$ cat config.mk
export PLATFORM = sky130hd
export DESIGN_NAME = keyword_lexer_stream
export DESIGN_NICKNAME = d
export VERILOG_FILES = /design/src/rtl/core/klx_pkg.sv /design/src/rtl/core/keyword_lexer_stream.sv /design/src/rtl/core/klx_ctrl.sv /design/src/rtl/core/klx_data.sv
export SDC_FILE = /design/constraint.sdc
export NUM_CORES = 1
export LEC_CHECK = 0
export ABC_AREA = 0
export ABC_CLOCK_PERIOD_IN_PS = 3300
export BUFFER_PORTS_ARGS = -buffer_cell sky130_fd_sc_hd__buf_2
export CAP_MARGIN = 0
export CORE_UTILIZATION = 59
export CTS_BUF_LIST = sky130_fd_sc_hd__clkbuf_4 sky130_fd_sc_hd__clkbuf_8
export DETAILED_ROUTE_END_ITERATION = 6
export PLACE_DENSITY = 0.79
export SLEW_MARGIN = 40
export SYNTH_ARGS = -nofsm -noshare
export SYNTH_HDL_FRONTEND = slang
export SYNTH_HIERARCHICAL = 1
export SYNTH_SLANG_ARGS = --single-unit
$ cat constraint.sdc
create_clock -name i_clk -period 3.3 [get_ports i_clk]
set_clock_uncertainty 0.2 [all_clocks]
set_input_delay 0.165 -clock i_clk [delete_from_list [all_inputs] [get_ports i_clk]]
set_output_delay 0.165 -clock i_clk [all_outputs]
set_load 0.005 [all_outputs]
$ cat src/rtl/core/klx_pkg.sv
// klx_pkg: shared types, token codes, keyword tables and character classes
// for the keyword lexer stream block; no dependencies
package klx_pkg;

    // token kinds
    localparam logic [2:0] KIND_KEYWORD  = 3'd0;
    localparam logic [2:0] KIND_CONSTANT = 3'd1;
    localparam logic [2:0] KIND_VARIABLE = 3'd2;
    localparam logic [2:0] KIND_SYMBOL   = 3'd3;
    localparam logic [2:0] KIND_OPERATOR = 3'd4;

    localparam int NUM_KEYWORDS = 7;

    // keyword text, zero padded to eight characters
    // order: start end var loop if func main
    localparam logic [7:0] KW_TEXT [0:NUM_KEYWORDS-1][0:7] = '{
        '{"s", "t", "a", "r", "t", 8'h00, 8'h00, 8'h00},
        '{"e", "n", "d", 8'h00, 8'h00, 8'h00, 8'h00, 8'h00},
        '{"v", "a", "r", 8'h00, 8'h00, 8'h00, 8'h00, 8'h00},
        '{"l", "o", "o", "p", 8'h00, 8'h00, 8'h00, 8'h00},
        '{"i", "f", 8'h00, 8'h00, 8'h00, 8'h00, 8'h00, 8'h00},
        '{"f", "u", "n", "c", 8'h00, 8'h00, 8'h00, 8'h00},
        '{"m", "a", "i", "n", 8'h00, 8'h00, 8'h00, 8'h00}
    };

    localparam logic [2:0] KW_LEN [0:NUM_KEYWORDS-1] = '{
        3'd5, 3'd3, 3'd3, 3'd4, 3'd2, 3'd4, 3'd4
    };

    typedef enum logic [1:0] {
        S_IDLE,
        S_READ,
        S_EMIT,
        S_SYM
    } t_state;

    // controller to datapath
    typedef struct packed {
        logic take;       // input character accepted this cycle
        logic rd_en;      // read buffer entry at the emit index
        logic emit_word;  // load one word character into the output register
        logic emit_sym;   // load the pending symbol/operator into the output register
    } t_cmd;

    // datapath to controller
    typedef struct packed {
        logic is_sep;      // incoming char closes the word
        logic is_punct;    // incoming char is a symbol or operator
        logic word_empty;  // no characters buffered
        logic last_char;   // emit index points at the final character
        logic out_free;    // output register can take a new value this cycle
        logic pend_sym;    // a symbol/operator waits behind the word
    } t_stat;

    function automatic logic is_space(input logic [7:0] c);
        logic r;
        case (c) inside
            8'd32, [8'd9:8'd13]: r = 1'b1;
            default:             r = 1'b0;
        endcase
        return r;
    endfunction

    function automatic logic is_symbol(input logic [7:0] c);
        logic r;
        case (c) inside
            "#", "{", "}", "[", "]", "(", ")", "!": r = 1'b1;
            default:                               r = 1'b0;
        endcase
        return r;
    endfunction

    function automatic logic is_operator(input logic [7:0] c);
        logic r;
        case (c) inside
            "-", "+", "*", "/", "%", "=", "|", "&", "<", ">": r = 1'b1;
            default:                                         r = 1'b0;
        endcase
        return r;
    endfunction

    function automatic logic is_digit(input logic [7:0] c);
        logic r;
        case (c) inside
            ["0":"9"]: r = 1'b1;
            default:   r = 1'b0;
        endcase
        return r;
    endfunction

endpackage

$ cat src/rtl/core/keyword_lexer_stream.sv
// keyword_lexer_stream: streaming keyword lexer top level
// depends on klx_pkg, klx_ctrl and klx_data
//
//  channel | direction | handshake               | payload
//  --------+-----------+-------------------------+---------------------------------
//  in      | input     | i_in_valid / o_in_ready | i_text_char
//  out     | output    | o_out_valid/ i_out_ready| o_token_kind, o_value_char,
//          |           |                         | o_keyword_number, o_word_truncated,
//          |           |                         | o_token_end, o_run_last
//
// a word character is written to the buffer (while it has room) and the keyword
// candidate mask is narrowed in the same cycle
// after a closing character is accepted the input stays blocked while the word
// drains: each buffered character is read from the buffer (read state), then
// loaded into the output register (emit state), and a trailing symbol/operator
// is loaded after the final character (symbol state)
// the output register lets a new word be accepted while the last result waits
// a stall on the output holds the sequencer in its emit or symbol state
// synchronous active-low reset clears the word state; the buffer is not cleared
module keyword_lexer_stream #(
    parameter int MAX_WORD = 32
) (
    input  logic       i_clk,
    input  logic       i_rst_n,
    // input channel
    input  logic       i_in_valid,
    output logic       o_in_ready,
    input  logic [7:0] i_text_char,
    // output channel
    output logic       o_out_valid,
    input  logic       i_out_ready,
    output logic [2:0] o_token_kind,
    output logic [7:0] o_value_char,
    output logic [2:0] o_keyword_number,
    output logic       o_word_truncated,
    output logic       o_token_end,
    output logic       o_run_last
);
    import klx_pkg::*;

    // command and status between sequencer and datapath
    t_cmd  cmd;
    t_stat stat;

    // sequencer: idle / read / emit / symbol
    klx_ctrl u_ctrl (
        .i_clk      (i_clk),
        .i_rst_n    (i_rst_n),
        .i_in_valid (i_in_valid),
        .o_in_ready (o_in_ready),
        .i_stat     (stat),
        .o_cmd      (cmd)
    );

    // datapath: buffer, keyword candidates, classification, output register
    klx_data #(
        .MAX_WORD (MAX_WORD)
    ) u_data (
        .i_clk            (i_clk),
        .i_rst_n          (i_rst_n),
        .i_text_char      (i_text_char),
        .i_cmd            (cmd),
        .o_stat           (stat),
        .o_out_valid      (o_out_valid),
        .i_out_ready      (i_out_ready),
        .o_token_kind     (o_token_kind),
        .o_value_char     (o_value_char),
        .o_keyword_number (o_keyword_number),
        .o_word_truncated (o_word_truncated),
        .o_token_end      (o_token_end),
        .o_run_last       (o_run_last)
    );

endmodule

$ cat src/rtl/core/klx_ctrl.sv
// klx_ctrl: sequencer for the keyword lexer
// depends on klx_pkg (state type, command and status structs)
module klx_ctrl (
    input  logic           i_clk,
    input  logic           i_rst_n,
    input  logic           i_in_valid,
    output logic           o_in_ready,
    input  klx_pkg::t_stat i_stat,
    output klx_pkg::t_cmd  o_cmd
);
    import klx_pkg::*;

    t_state r_state;
    t_state n_state;

    always_ff @(posedge i_clk) begin
        if (!i_rst_n) begin
            r_state <= S_IDLE;
        end else begin
            r_state <= n_state;
        end
    end

    // next state
    always_comb begin
        n_state = r_state;
        case (r_state)
            S_IDLE: begin
                if (i_in_valid) begin
                    if (i_stat.is_sep && !i_stat.word_empty) begin
                        n_state = S_READ;
                    end else if (i_stat.is_punct) begin
                        n_state = S_SYM;
                    end
                end
            end
            S_READ: begin
                n_state = S_EMIT;
            end
            S_EMIT: begin
                if (i_stat.out_free) begin
                    if (!i_stat.last_char) begin
                        n_state = S_READ;
                    end else if (i_stat.pend_sym) begin
                        n_state = S_SYM;
                    end else begin
                        n_state = S_IDLE;
                    end
                end
            end
            S_SYM: begin
                if (i_stat.out_free) begin
                    n_state = S_IDLE;
                end
            end
            default: begin
                n_state = S_IDLE;
            end
        endcase
    end

    // outputs
    always_comb begin
        o_in_ready = 1'b0;
        o_cmd      = '0;
        case (r_state)
            S_IDLE: begin
                o_in_ready = 1'b1;
                o_cmd.take = i_in_valid;
            end
            S_READ: begin
                o_cmd.rd_en = 1'b1;
            end
            S_EMIT: begin
                o_cmd.emit_word = i_stat.out_free;
            end
            S_SYM: begin
                o_cmd.emit_sym = i_stat.out_free;
            end
            default: begin
                o_in_ready = 1'b0;
            end
        endcase
    end

endmodule

$ cat src/rtl/core/klx_data.sv
// klx_data: word buffer, keyword tracking, classification and output register
// depends on klx_pkg (tables, character classes, command and status structs)
module klx_data #(
    parameter int MAX_WORD = 32
) (
    input  logic           i_clk,
    input  logic           i_rst_n,
    input  logic [7:0]     i_text_char,
    input  klx_pkg::t_cmd  i_cmd,
    output klx_pkg::t_stat o_stat,
    output logic           o_out_valid,
    input  logic           i_out_ready,
    output logic [2:0]     o_token_kind,
    output logic [7:0]     o_value_char,
    output logic [2:0]     o_keyword_number,
    output logic           o_word_truncated,
    output logic           o_token_end,
    output logic           o_run_last
);
    import klx_pkg::*;

    localparam int LW = $clog2(MAX_WORD + 1);
    localparam int AW = $clog2(MAX_WORD);

    logic [7:0]    r_mem [0:MAX_WORD-1];
    logic [7:0]    r_rd_data;
    logic [LW-1:0] r_len,    n_len;
    logic          r_digits, n_digits;
    logic [6:0]    r_cand,   n_cand;
    logic          r_ovf,    n_ovf;
    logic [AW-1:0] r_idx,    n_idx;
    logic [7:0]    r_pend;
    logic          r_pend_sym;

    logic          r_out_valid;
    logic [2:0]    r_kind;
    logic [7:0]    r_value;
    logic [2:0]    r_kwn;
    logic          r_trunc;
    logic          r_end;
    logic          r_last;

    logic          in_sep;
    logic          in_punct;
    logic          room;
    logic          last_char;
    logic          out_free;
    logic          kw_hit;
    logic [2:0]    kw_num;
    logic [2:0]    word_kind;

    assign in_punct  = is_symbol(i_text_char) || is_operator(i_text_char);
    assign in_sep    = is_space(i_text_char) || in_punct;
    assign room      = (r_len != LW'(MAX_WORD));
    assign last_char = ((LW'(r_idx) + LW'(1)) == r_len);
    assign out_free  = !r_out_valid || i_out_ready;

    assign o_stat.is_sep     = in_sep;
    assign o_stat.is_punct   = in_punct;
    assign o_stat.word_empty = (r_len == '0);
    assign o_stat.last_char  = last_char;
    assign o_stat.out_free   = out_free;
    assign o_stat.pend_sym   = r_pend_sym;

    // first keyword still a candidate whose length equals the word length
    always_comb begin
        kw_hit = 1'b0;
        kw_num = 3'd0;
        for (int k = NUM_KEYWORDS - 1; k >= 0; k--) begin
            if (r_cand[k] && (r_len == LW'(KW_LEN[k]))) begin
                kw_hit = 1'b1;
                kw_num = 3'(k);
            end
        end
        if (kw_hit && !r_ovf) begin
            word_kind = KIND_KEYWORD;
        end else if (r_digits) begin
            word_kind = KIND_CONSTANT;
        end else begin
            word_kind = KIND_VARIABLE;
        end
    end

    // word state update
    always_comb begin
        n_len    = r_len;
        n_digits = r_digits;
        n_cand   = r_cand;
        n_ovf    = r_ovf;
        n_idx    = r_idx;
        if (i_cmd.take && !in_sep) begin
            if (!is_digit(i_text_char)) begin
                n_digits = 1'b0;
            end
            if (room) begin
                for (int k = 0; k < NUM_KEYWORDS; k++) begin
                    if ((r_len >= LW'(KW_LEN[k])) ||
                        (KW_TEXT[k][r_len[2:0]] != i_text_char)) begin
                        n_cand[k] = 1'b0;
                    end
                end
                n_len = r_len + LW'(1);
            end else begin
                n_ovf = 1'b1;
            end
        end
        if (i_cmd.emit_word) begin
            if (last_char) begin
                n_idx    = '0;
                n_len    = '0;
                n_digits = 1'b1;
                n_cand   = '1;
                n_ovf    = 1'b0;
            end else begin
                n_idx = r_idx + AW'(1);
            end
        end
    end

    always_ff @(posedge i_clk) begin
        if (!i_rst_n) begin
            r_len      <= '0;
            r_digits   <= 1'b1;
            r_cand     <= '1;
            r_ovf      <= 1'b0;
            r_idx      <= '0;
            r_pend_sym <= 1'b0;
        end else begin
            r_len    <= n_len;
            r_digits <= n_digits;
            r_cand   <= n_cand;
            r_ovf    <= n_ovf;
            r_idx    <= n_idx;
            if (i_cmd.take) begin
                r_pend_sym <= in_punct;
            end else if (i_cmd.emit_sym) begin
                r_pend_sym <= 1'b0;
            end
        end
    end

    // pending character, no reset needed
    always_ff @(posedge i_clk) begin
        if (i_cmd.take) begin
            r_pend <= i_text_char;
        end
    end

    // word buffer: one write port, one registered read port
    always_ff @(posedge i_clk) begin
        if (i_cmd.take && !in_sep && room) begin
            r_mem[r_len[AW-1:0]] <= i_text_char;
        end
        if (i_cmd.rd_en) begin
            r_rd_data <= r_mem[r_idx];
        end
    end

    // output register
    always_ff @(posedge i_clk) begin
        if (!i_rst_n) begin
            r_out_valid <= 1'b0;
        end else if (i_cmd.emit_word || i_cmd.emit_sym) begin
            r_out_valid <= 1'b1;
        end else if (i_out_ready) begin
            r_out_valid <= 1'b0;
        end
    end

    always_ff @(posedge i_clk) begin
        if (i_cmd.emit_word) begin
            r_kind  <= word_kind;
            r_value <= r_rd_data;
            r_kwn   <= (word_kind == KIND_KEYWORD) ? kw_num : 3'd0;
            r_trunc <= r_ovf;
            r_end   <= last_char;
            r_last  <= last_char && !r_pend_sym;
        end else if (i_cmd.emit_sym) begin
            r_kind  <= is_symbol(r_pend) ? KIND_SYMBOL : KIND_OPERATOR;
            r_value <= r_pend;
            r_kwn   <= 3'd0;
            r_trunc <= 1'b0;
            r_end   <= 1'b1;
            r_last  <= 1'b1;
        end
    end

    assign o_out_valid      = r_out_valid;
    assign o_token_kind     = r_kind;
    assign o_value_char     = r_value;
    assign o_keyword_number = r_kwn;
    assign o_word_truncated = r_trunc;
    assign o_token_end      = r_end;
    assign o_run_last       = r_last;

`ifndef NO_ASSERTIONS
    a_len_bound: assert property (@(posedge i_clk) disable iff (!i_rst_n)
        r_len <= LW'(MAX_WORD))
        else $error("word length beyond buffer size");

    a_emit_free: assert property (@(posedge i_clk) disable iff (!i_rst_n)
        (i_cmd.emit_word || i_cmd.emit_sym) |-> out_free)
        else $error("output register overwritten before taken");

    a_emit_nonempty: assert property (@(posedge i_clk) disable iff (!i_rst_n)
        i_cmd.emit_word |-> (r_len != '0))
        else $error("word emit with empty buffer");

    a_word_cleared: assert property (@(posedge i_clk) disable iff (!i_rst_n)
        (i_cmd.emit_word && last_char) |=> (r_len == '0 && r_idx == '0))
        else $error("word not cleared after final character");

    a_take_exclusive: assert property (@(posedge i_clk) disable iff (!i_rst_n)
        i_cmd.take |-> !(i_cmd.emit_word || i_cmd.emit_sym || i_cmd.rd_en))
        else $error("input taken during word emission");
`endif

endmodule
After elaboration in Yosys (flattened, before gate mapping)
Memories as Yosys holds them, arrays and structs flattened. A register that Yosys moved wholly into a read port is not among the register bits.
Index checks and enable logic that the tools add are counted.
Widths: inputs -> output; s select.
{"block": "op_classes", "bitwise": 1, "magnitude_cmp": 9, "n_reduce_logical": 41, "eq_ne": 47, "add_sub_neg": 3, "mux": 93}
{"op": "$eq 8x6->1 const B", "count": 18}
{"op": "$mux 8", "count": 16}
{"op": "$eq 8x7->1 const B", "count": 9}
{"op": "$ne 8x8->1", "count": 7}
{"op": "$mux 1", "count": 45}
{"op": "$mux 3", "count": 14}
{"op": "$mux 7", "count": 4}
{"op": "$mux 6", "count": 4}
{"op": "$mux 2", "count": 8}
{"op": "$reduce_or 8->1", "count": 2}
{"op": "$logic_and 1x1->1", "count": 14}
{"op": "$eq 6x2->1 const B", "count": 2}
{"op": "$eq 6x3->1 const B", "count": 2}
{"op": "$ge 6x2->1 const B", "count": 2}
{"op": "$ge 6x3->1 const B", "count": 2}
{"op": "$logic_or 1x1->1", "count": 11}
{"op": "$reduce_or 10->1", "count": 1}
{"op": "$ge 8x4->1 const B", "count": 1}
{"op": "$ge 8x6->1 const B", "count": 1}
{"op": "$le 8x4->1 const B", "count": 1}
{"op": "$le 8x6->1 const B", "count": 1}
{"op": "$pmux 2 s4", "count": 1}
{"op": "$add 5x1->6 const B", "count": 1}
{"op": "$add 6x1->6 const B", "count": 1}
{"op": "18 further kinds", "count": 26}
{"block": "word_totals", "rom_bits": 448, "regBits": 49, "mem_count": 8, "out_inout_bits": 19, "ram_bits": 256, "inputBits": 12, "word_cells": 217}
{"name": "u_data.r_mem", "words": 32, "word_bits": 8, "read_ports": 1, "rd_clocked_by_memory_dff": 1, "write_ports": 1, "line_no": "klx_data.sv:25", "text": "logic [7:0] r_mem [0:MAX_WORD-1];"}
{"name": "(no name shown)", "words": 8, "word_bits": 8, "read_ports": 1, "rd_clocked_by_memory_dff": 0, "write_ports": 0, "line_no": "klx_data.sv:98", "text": "(KW_TEXT[k][r_len[2:0]] != i_text_char)) begin"}
{"name": "(no name shown)", "words": 8, "word_bits": 8, "read_ports": 1, "rd_clocked_by_memory_dff": 0, "write_ports": 0, "line_no": "klx_data.sv:98"}
{"name": "(no name shown)", "words": 8, "word_bits": 8, "read_ports": 1, "rd_clocked_by_memory_dff": 0, "write_ports": 0, "line_no": "klx_data.sv:98"}
{"name": "(no name shown)", "words": 8, "word_bits": 8, "read_ports": 1, "rd_clocked_by_memory_dff": 0, "write_ports": 0, "line_no": "klx_data.sv:98"}
{"name": "(no name shown)", "words": 8, "word_bits": 8, "read_ports": 1, "rd_clocked_by_memory_dff": 0, "write_ports": 0, "line_no": "klx_data.sv:98"}
{"name": "2 more memories"}

Longest topological paths before layout
Gate-level depths: netlist (run 1).
{"block": "depth", "depth_word": 14, "depth_mapped": 11, "ltp_nobuf": 8}

Cells and area by module
The synthesis (run 1) kept the hierarchy.
{"mod": "klx_data", "area_per_inst_um2": 13370.3, "instances": 1, "cells_per_inst": 778, "seq_area_each_um2": 9118.7}
{"mod": "klx_ctrl", "area_per_inst_um2": 177.7, "instances": 1, "cells_per_inst": 21, "seq_area_each_um2": 40.0}

Worst setup path after synthesis (run 1)
No wires, ideal clock.
{"block": "synth_timing", "path_kind": "register to register", "from": "register u_data.r_len[0]", "to": "memory u_data.r_mem[1][0] (enable)", "path_stages_with_launch": 9, "path_buffers": 2, "required_time_ns": 2.768, "period_less_slack_ns": 3.063, "arrival_ns": 2.531, "slack_ns": 0.237, "setup_ns": 0.332, "path_cell_list": "dfxtp_1 clkbuf_1 inv_1 ha_1 a31o_2 or4_1 nor2_2 buf_2 and3_1"}
{"block": "synth_via", "elab_chain_cells": 4}
{"element": "start, declared", "line_no": "klx_data.sv:27", "text": "logic [LW-1:0] r_len, n_len;"}
{"element": "start signal, assigned", "line_no": "klx_data.sv:129", "text": "r_len <= n_len;"}
{"element": "$ne 6x6->1", "line_no": "klx_data.sv:54", "text": "assign room = (r_len != LW'(MAX_WORD));"}
{"element": "$logic_and 1x1->1", "line_no": "klx_data.sv:151", "text": "if (i_cmd.take && !in_sep && room) begin"}
{"element": "$mux 1", "line_no": "klx_data.sv:151"}
{"element": "$mux 1 (implied by the code)", "line_no": "klx_data.sv:152", "text": "r_mem[r_len[AW-1:0]] <= i_text_char;"}
{"element": "end, declared", "line_no": "klx_data.sv:25"}
Parallel ways exist; a longest one is shown, timed or not.

Worst setup path after layout (run 1)
{"block": "layout_timing", "from": "input port i_text_char[1]", "to": "memory u_data.r_mem[10][4] (enable)"}
{"block": "layout_via", "elab_chain_cells": 10, "elab_cells_between_ends": 35, "cone_classes": "2 x order compare; 19 x eq/ne; 5 x mux; 9 x reduce/logical"}
{"element": "start, declared", "line_no": "keyword_lexer_stream.sv:28", "text": "input logic [7:0] i_text_char,"}
{"element": "$ge 8x4->1 (implied by the code) (tied with other cells)", "line_no": "klx_data.sv:53", "text": "assign in_sep = is_space(i_text_char) || in_punct;"}
{"element": "$logic_and 1x1->1 (implied by the code) (tied with other cells)", "line_no": "klx_data.sv:53"}
{"element": "$reduce_or 2->1 (tied with other cells)", "line_no": "klx_pkg.sv:57", "text": "case (c) inside"}
{"element": "$mux 1 or $logic_or 1x1->1 (tied branches)", "line_no": "klx_pkg.sv:57, klx_data.sv:52"}
{"element": "$logic_or 1x1->1 *", "line_no": "klx_data.sv:53"}
{"element": "$logic_not 1->1 *", "line_no": "klx_data.sv:151"}
{"element": "$logic_and 1x1->1 * (2 in series)", "line_no": "klx_data.sv:151"}
{"element": "$mux 1 *", "line_no": "klx_data.sv:151"}
{"element": "$mux 1 (implied by the code) *", "line_no": "klx_data.sv:152"}
Every way passes the cells marked *; elsewhere a longest branch is shown, timed or not.

==> flow_summary.ini, run 1 <==
[outcome]
status = finished clean

[timing]
hold_violations = 0
fmax_mhz = 332
rsz0062_at_grt = false
maxSlewViolCount = 0
slew_headroom_pct = 47.4
worst_pin_slew_ns = 0.789
setup_viol = 0
worst_slack_ns = 0.285
setup_tns_ns = 0
timing.final.crit_period_ns = 3.01
period_share_pct = 91.4
whs_ns = 0.117

[yosys]
syn_nets = 820
syn_area_per_cell_um2 = 17.0
synth_edf_count = 289
synth-warning-count = 6
ys_ff_latch = 313
ys_seq_area_share_pct = 67.6
synthSimpleGateAreaFrac_pct = 8.05
synthArstFlopShare_pct = 0
synth_top_family_by_area = multiplexers
ys.flop_type = edfxtp_1
synth.distinct_cells = 71
synth_xor_area_share_pct = 1.16
syn_area_um2 = 13500
synth_fa_ha_area_share_pct = 0.905
netlist_instances = 799
synthMuxAreaShare_pct = 15.1
synth_compound_area_share_pct = 4.65

[routing]
wl_met3_um = 3250
routed_via_density = 6.68
drt_wl_total_um = 32100
drtAntennaViolNets = 0
wl_met2_um = 15400
drt-met1-wl_um = 12400
vias = 7953
wire_per_inst_um = 26.9
drc = 0
first_pass_iters = 6
highest_layer = met5
drt_iter0_drc = 1074

[critical_path]
crit_chain = dlygate4sd3_1 -> buf_2 -> mux2_2 -> a221oi_1 -> o32ai_1 -> nor2_2 -> buf_12 -> and3_1
critPathTopFamily = buffers and inverters
crit_type = input port to flip-flop
start_kind = input port
critPathMaxStageDelay_ns = 0.52
cp_data_arrival_time_ns = 2.99
path_buf_inv = 3
cpMaxStageDelayCell = dlygate4sd3_1
r2r_slack_ns = 0.29
rr_startpoint = u_ctrl/r_state[0]
cp.required_ns = 3.27
reg2reg_to = u_data/r_mem[10][4]
cp_max_fo = 34
ff2ff_path_depth = 8
cp-end-kind = flip-flop

[clocking]
cts.sinks = 313
clk_pin_slew_worst_paths_ns = 0.06
clockBufferDepth = 3
cts_root_buf = clkbuf_8
tritoncts = yes
cts_resized = 0
post_cts_buffers = 0
htreeDepth = 2
insertion_delay_ns = 0.55
hold_buffers = 9
cts_buffers = 48

[power]
swShare_pct = 28.5
p_clk_share_pct = 29.2
p_int_mw = 7.31
switchingPower_mw = 2.92
pwr-share-comb_pct = 23.2
powerDensity_nw_per_um2 = 678
ir_worst_vdd_v = 0.000396
p_leak_nw = 5.04
seq_power_share_pct = 47.7

[placement]
place_area_um2 = 14100
port_buffers = 30
dp_hpwl_um = 21000
globalplace.congestion = 0.881
dp_slack_ns = 0.319

[final_layout]
nNetsFinal = 892
fillerInstances = 1501
final_cell_mix = 289 x edfxtp_1, 80 x mux4_2, 49 x clkbuf_8, 41 x buf_4, 35 x and3_1
drive_gt1_share_pct = 28.7
area_delta_synth_final_pct = 11.5
fin_area_um2 = 15100
final_common_cell = edfxtp_1

[global_route]
grt_first_pass_wirelength_um = 48900
overflow = 0
antenna_found_initial = 1
grt_pass1_vias = 8084
grt_usage_pct = 28.3
grt_max_degree = 36

[worst_hold_path]
hp-class = input port to flip-flop
worstHoldPathCells = 2
hold_start = i_text_char[3]
hold_path_end = u_data/r_mem[14][3]

[floorplanning]
start_util_pct = 60.0
die_height_um = 154
core_area_um2 = 22600
die_x_um = 154
std_cell_rows = 55
num_io_pins = 31
dieArea_um2 = 23600

[job]
maxCapViolCount = 0
## how the worst max path moves through the flow
stage | slack, ns | cells after the start | startpoint | endpoint
final | 0.29 | 8 | i_text_char[1] | u_data/r_mem[10][4]
after global placement | 0.40 | 4 | u_data/r_idx[0] | u_data/r_rd_data[7]
after CTS | 0.30 | 4 | u_data/r_idx[0] | u_data/r_rd_data[5]
after floorplan | 0.24 | 8 | u_data/r_len[0] | u_data/r_mem[1][0]
after detailed placement | 0.32 | 4 | u_data/r_idx[0] | u_data/r_rd_data[5]
after global routing | 0.15 | 8 | i_text_char[1] | u_data/r_mem[10][4]
## routing by layer
layer  track usage [%]  vias up
met3              6.65       79
met4              10.0        2
li1                  -     3361
met5             0.828        -
met2              45.3      527
met1              38.3     3984
## power groups by stage
| stage | logic (mW) | clock network (mW) | registers [mW] |
|---|---|---|---|
| 2_1_floorplan | 1.66 | 0 | 4.81 |
| 3_3_place_gp | 2.27 | 0 | 4.95 |
| 3_5_place_dp | 2.33 | 0 | 4.96 |
| 4_1_cts | 2.35 | 3.05 | 4.88 |
| 5_1_grt | 2.51 | 3.20 | 4.91 |
| 6_report | 2.37 | 2.99 | 4.88 |
## cells in the mapped netlist (9+ instances only)
cell,count,area share (%)
xnor2_1,11,0.71
inv_1,15,0.42
mux4_2,80,13
nor2_1,29,0.80
mux2_2,16,1.3
nor3_1,10,0.37
buf_2,12,0.44
nor3b_1,11,0.61
edfxtp_1,289,64
dfxtp_1,24,3.5
clkbuf_1,30,0.83
ha_1,9,0.83
a21oi_1,12,0.44
nand3_1,16,0.59
buf_1,9,0.25
nand2_1,27,0.75
o21ai_0,13,0.48
and3_1,35,1.6
nor2b_1,13,0.60
## registers in the layout (all words and copies together), names as in the netlist, 2 cells and up
| signal | cells |
|---|---|
| u_data/r_mem | 256 |
| u_data/r_len | 6 |
| u_data/o_keyword_number | 3 |
| u_data/r_idx | 5 |
| u_data/r_rd_data | 8 |
| u_ctrl/r_state | 2 |
| u_data/r_pend | 8 |
| u_data/r_cand | 7 |
| u_data/o_token_kind | 3 |
| u_data/o_value_char | 8 |
## through the flow
stage / instances / power (mW) / util [%]
4_1_cts: 1190 / 10.3 / 66.9
3_3_place_gp: 1097 / 7.22 / 62.6
3_5_place_dp: 1097 / 7.29 / 62.6
5_1_grt: 1190 / 10.6 / 66.9
2_1_floorplan: 799 / 6.47 / -
6_report: 1191 / 10.2 / 66.9
## logic make-up after synthesis
kind of cell	count (synthesis)
flip-flops	313
multiplexers	102
AND/OR/NAND/NOR	191
AO/OA/AOI/OAI	90
buffers and inverters	75
XOR/XNOR	18
adder cells (fa/ha/maj)	10
## final cells by class
class | instances | area, um2 | share of cell area (%)
sequential | 313 | 9160 | 60.7
multi-input combinational | 411 | 4050 | 26.8
clock buffer | 66 | 802 | 5.31
timing repair buffer | 82 | 588 | 3.89
tap | 285 | 357 | 2.36
clock inverter | 18 | 83.8 | 0.555
inverter | 15 | 56.3 | 0.373
antenna | 1 | 2.50 | 0.0166
(Power assumes the default switching activity.)
==> inputs of run 2 (changes only) <==
--- a/config.mk
+++ b/config.mk
@@ -9,8 +9,9 @@
 export ABC_CLOCK_PERIOD_IN_PS = 3300
 export BUFFER_PORTS_ARGS = -buffer_cell sky130_fd_sc_hd__buf_2
 export CAP_MARGIN = 0
+export CORE_ASPECT_RATIO = 0.6
 export CORE_UTILIZATION = 59
-export CTS_BUF_LIST = sky130_fd_sc_hd__clkbuf_4 sky130_fd_sc_hd__clkbuf_8
+export CTS_BUF_LIST = sky130_fd_sc_hd__clkbuf_8
 export DETAILED_ROUTE_END_ITERATION = 6
 export PLACE_DENSITY = 0.79
 export SLEW_MARGIN = 40
==> run 2 against run 1 <==
Net effect: register-to-register slack worse by 0.11 ns; count of clock-buffer cells in the layout fell by 19; critical path depth rose by 1; sequential cell count is the same; global-route usage up 1.9 points; first-iteration DRC count up 8.0%; setup slack worse by 0.11 ns; clock power decreased by 2%; maximum frequency fell by 3.7%; sequential power hardly changed; wire length rose by 7.0%; via count grew 4.1%; critical path type is now flip-flop to flip-flop; critical endpoint is now u_ctrl/r_state[0]; largest power group unchanged; highest routed layer unchanged.
==> flow_summary.ini, run 2 (same netlist as run 1, synthesis figures left out) <==
[floorplanning]
core_area_um2 = 22300
die_height_um = 119
num_io_pins = 31
dieArea_um2 = 23600
std_cell_rows = 42
die_x_um = 198
start_util_pct = 60.8

[worst_hold_path]
hold_start = i_text_char[5]
hold_path_end = u_data/r_cand[0]
hp-class = input port to flip-flop
worstHoldPathCells = 6

[clocking]
cts_buffers = 44
clockBufferDepth = 3
cts_resized = 0
clk_pin_slew_worst_paths_ns = 0.07
insertion_delay_ns = 0.57
cts.sinks = 313
htreeDepth = 2
cts_root_buf = clkbuf_8
tritoncts = yes

[routing]
drt_wl_total_um = 34300
drtAntennaViolNets = 0
drc = 0
vias = 8277
first_pass_iters = 7
routed_via_density = 6.78
wire_per_inst_um = 28.1
drt_iter0_drc = 1160

[timing]
worst_pin_slew_ns = 0.781
period_share_pct = 94.8
maxSlewViolCount = 0
fmax_mhz = 320
setup_viol = 0
setup_tns_ns = 0
hold_violations = 0
whs_ns = 0.0622
slew_headroom_pct = 47.9
rsz0062_at_grt = false
timing.final.crit_period_ns = 3.13

[critical_path]
cp.required_ns = 3.55
ff2ff_path_depth = 9
crit_path_start = u_data/r_idx[0]
rr_startpoint = u_data/r_idx[0]
r2r_slack_ns = 0.17
crit_type = flip-flop to flip-flop
reg2reg_to = u_ctrl/r_state[0]
cp_max_fo = 29
start_kind = flip-flop
cp_data_arrival_time_ns = 3.38
cp-end-kind = flip-flop

[power]
ir_worst_vdd_v = 0.000380
powerDensity_nw_per_um2 = 674
p_leak_nw = 5.10

[placement]
dp.cells = 1136
globalplace.congestion = 0.969
port_buffers = 30
place_area_um2 = 14300
dp_hpwl_um = 22700

[final_layout]
drive_gt1_share_pct = 28.4
nNetsFinal = 902
antenna_cells = 0
largest_reg_flops = 256
final_common_cell = edfxtp_1
final_cell_count_no_fill = 1220
final_cell_mix = 289 x edfxtp_1, 80 x mux4_2, 56 x buf_4, 47 x clkbuf_8, 35 x and3_1
fin_area_um2 = 15200
area_delta_synth_final_pct = 12.0
postLayoutCoreUtil_pct = 68.1

[global_route]
grt_usage_pct = 30.2
grt_pass1_vias = 7560
grt_max_degree = 37
overflow = 0
grt_first_pass_wirelength_um = 49700
antenna_found_initial = 1

[outcome]
status = finished clean

[job]
maxCapViolCount = 0
run 2: cell types whose count changed in the layout (fill, tap and decap cells not counted):
| cell | change |
|---|---|
| clkbuf_4 | -17 |
| buf_4 | +15 |
| inv_1 | +9 |
| bufinv_16 | +2 |
| clkbuf_8 | -2 |
| dlygate4sd3_1 | -2 |
| buf_12 | +1 |
| clkinv_1 | +1 |
| clkinv_2 | +1 |
| diode_2 | -1 |
| inv_8 | -1 |
run 2: timing repair:
item,4_1_cts,5_1_grt
endpoints found under the hold margin,61,0
setup buffers,0,0
hold buffers,7,0
endpoints found under the setup margin,0,0
run 2: final cells by class:
type,count,area [um2]
Clock buffer,47,647
Clock inverter,30,175
Fill cell,1454,7110
Inverter,15,56.3
Multi-Input combinational cell,411,4050
Sequential cell,313,9160
Tap cell,308,385
Timing Repair Buffer,96,701
run 2: worst max-delay path, cell delays in order (launching register included):
cell and delay, ns:
dfxtp_4 0.73, ha_1 0.38, nor3b_1 0.25, o21a_1 0.17
o31ai_1 0.08, a211oi_1 0.28, buf_4 0.26, or2b_1 0.26
a21boi_0 0.28, o41ai_1 0.10
run 2: worst max path at each step:
stage | end | slack, ns | depth (start not counted)
5_1_grt | u_ctrl/r_state[0] | 0.04 | 9
3_5_place_dp | u_ctrl/r_state[0] | 0.24 | 9
3_3_place_gp | u_data/r_rd_data[3] | 0.46 | 4
2_1_floorplan | u_data/r_mem[1][0] | 0.24 | 8
6_report | u_ctrl/r_state[0] | 0.17 | 9
4_1_cts | u_ctrl/r_state[0] | 0.21 | 9
run 2: report_power, final:
| group | internal [mW] | switching (mW) |
|---|---|---|
| combinational | 1.09 | 1.32 |
| clock | 1.47 | 1.45 |
| sequential | 4.64 | 0.254 |
run 2: metrics by stage:
stage	setup slack (ns)	power (mW)
2_1_floorplan	0.237	6.47
3_3_place_gp	0.461	7.22
3_5_place_dp	0.235	7.30
4_1_cts	0.214	10.2
5_1_grt	0.0401	10.5
6_report	0.171	10.2
run 2: routing by layer:
metal	track usage (%)	vias up	part of all wire, %
met5	3.92	-	0.36
met4	6.30	2	1.4
met3	12.0	62	17
met2	40.4	700	42
met1	46.3	4139	40
li1	-	3374	-
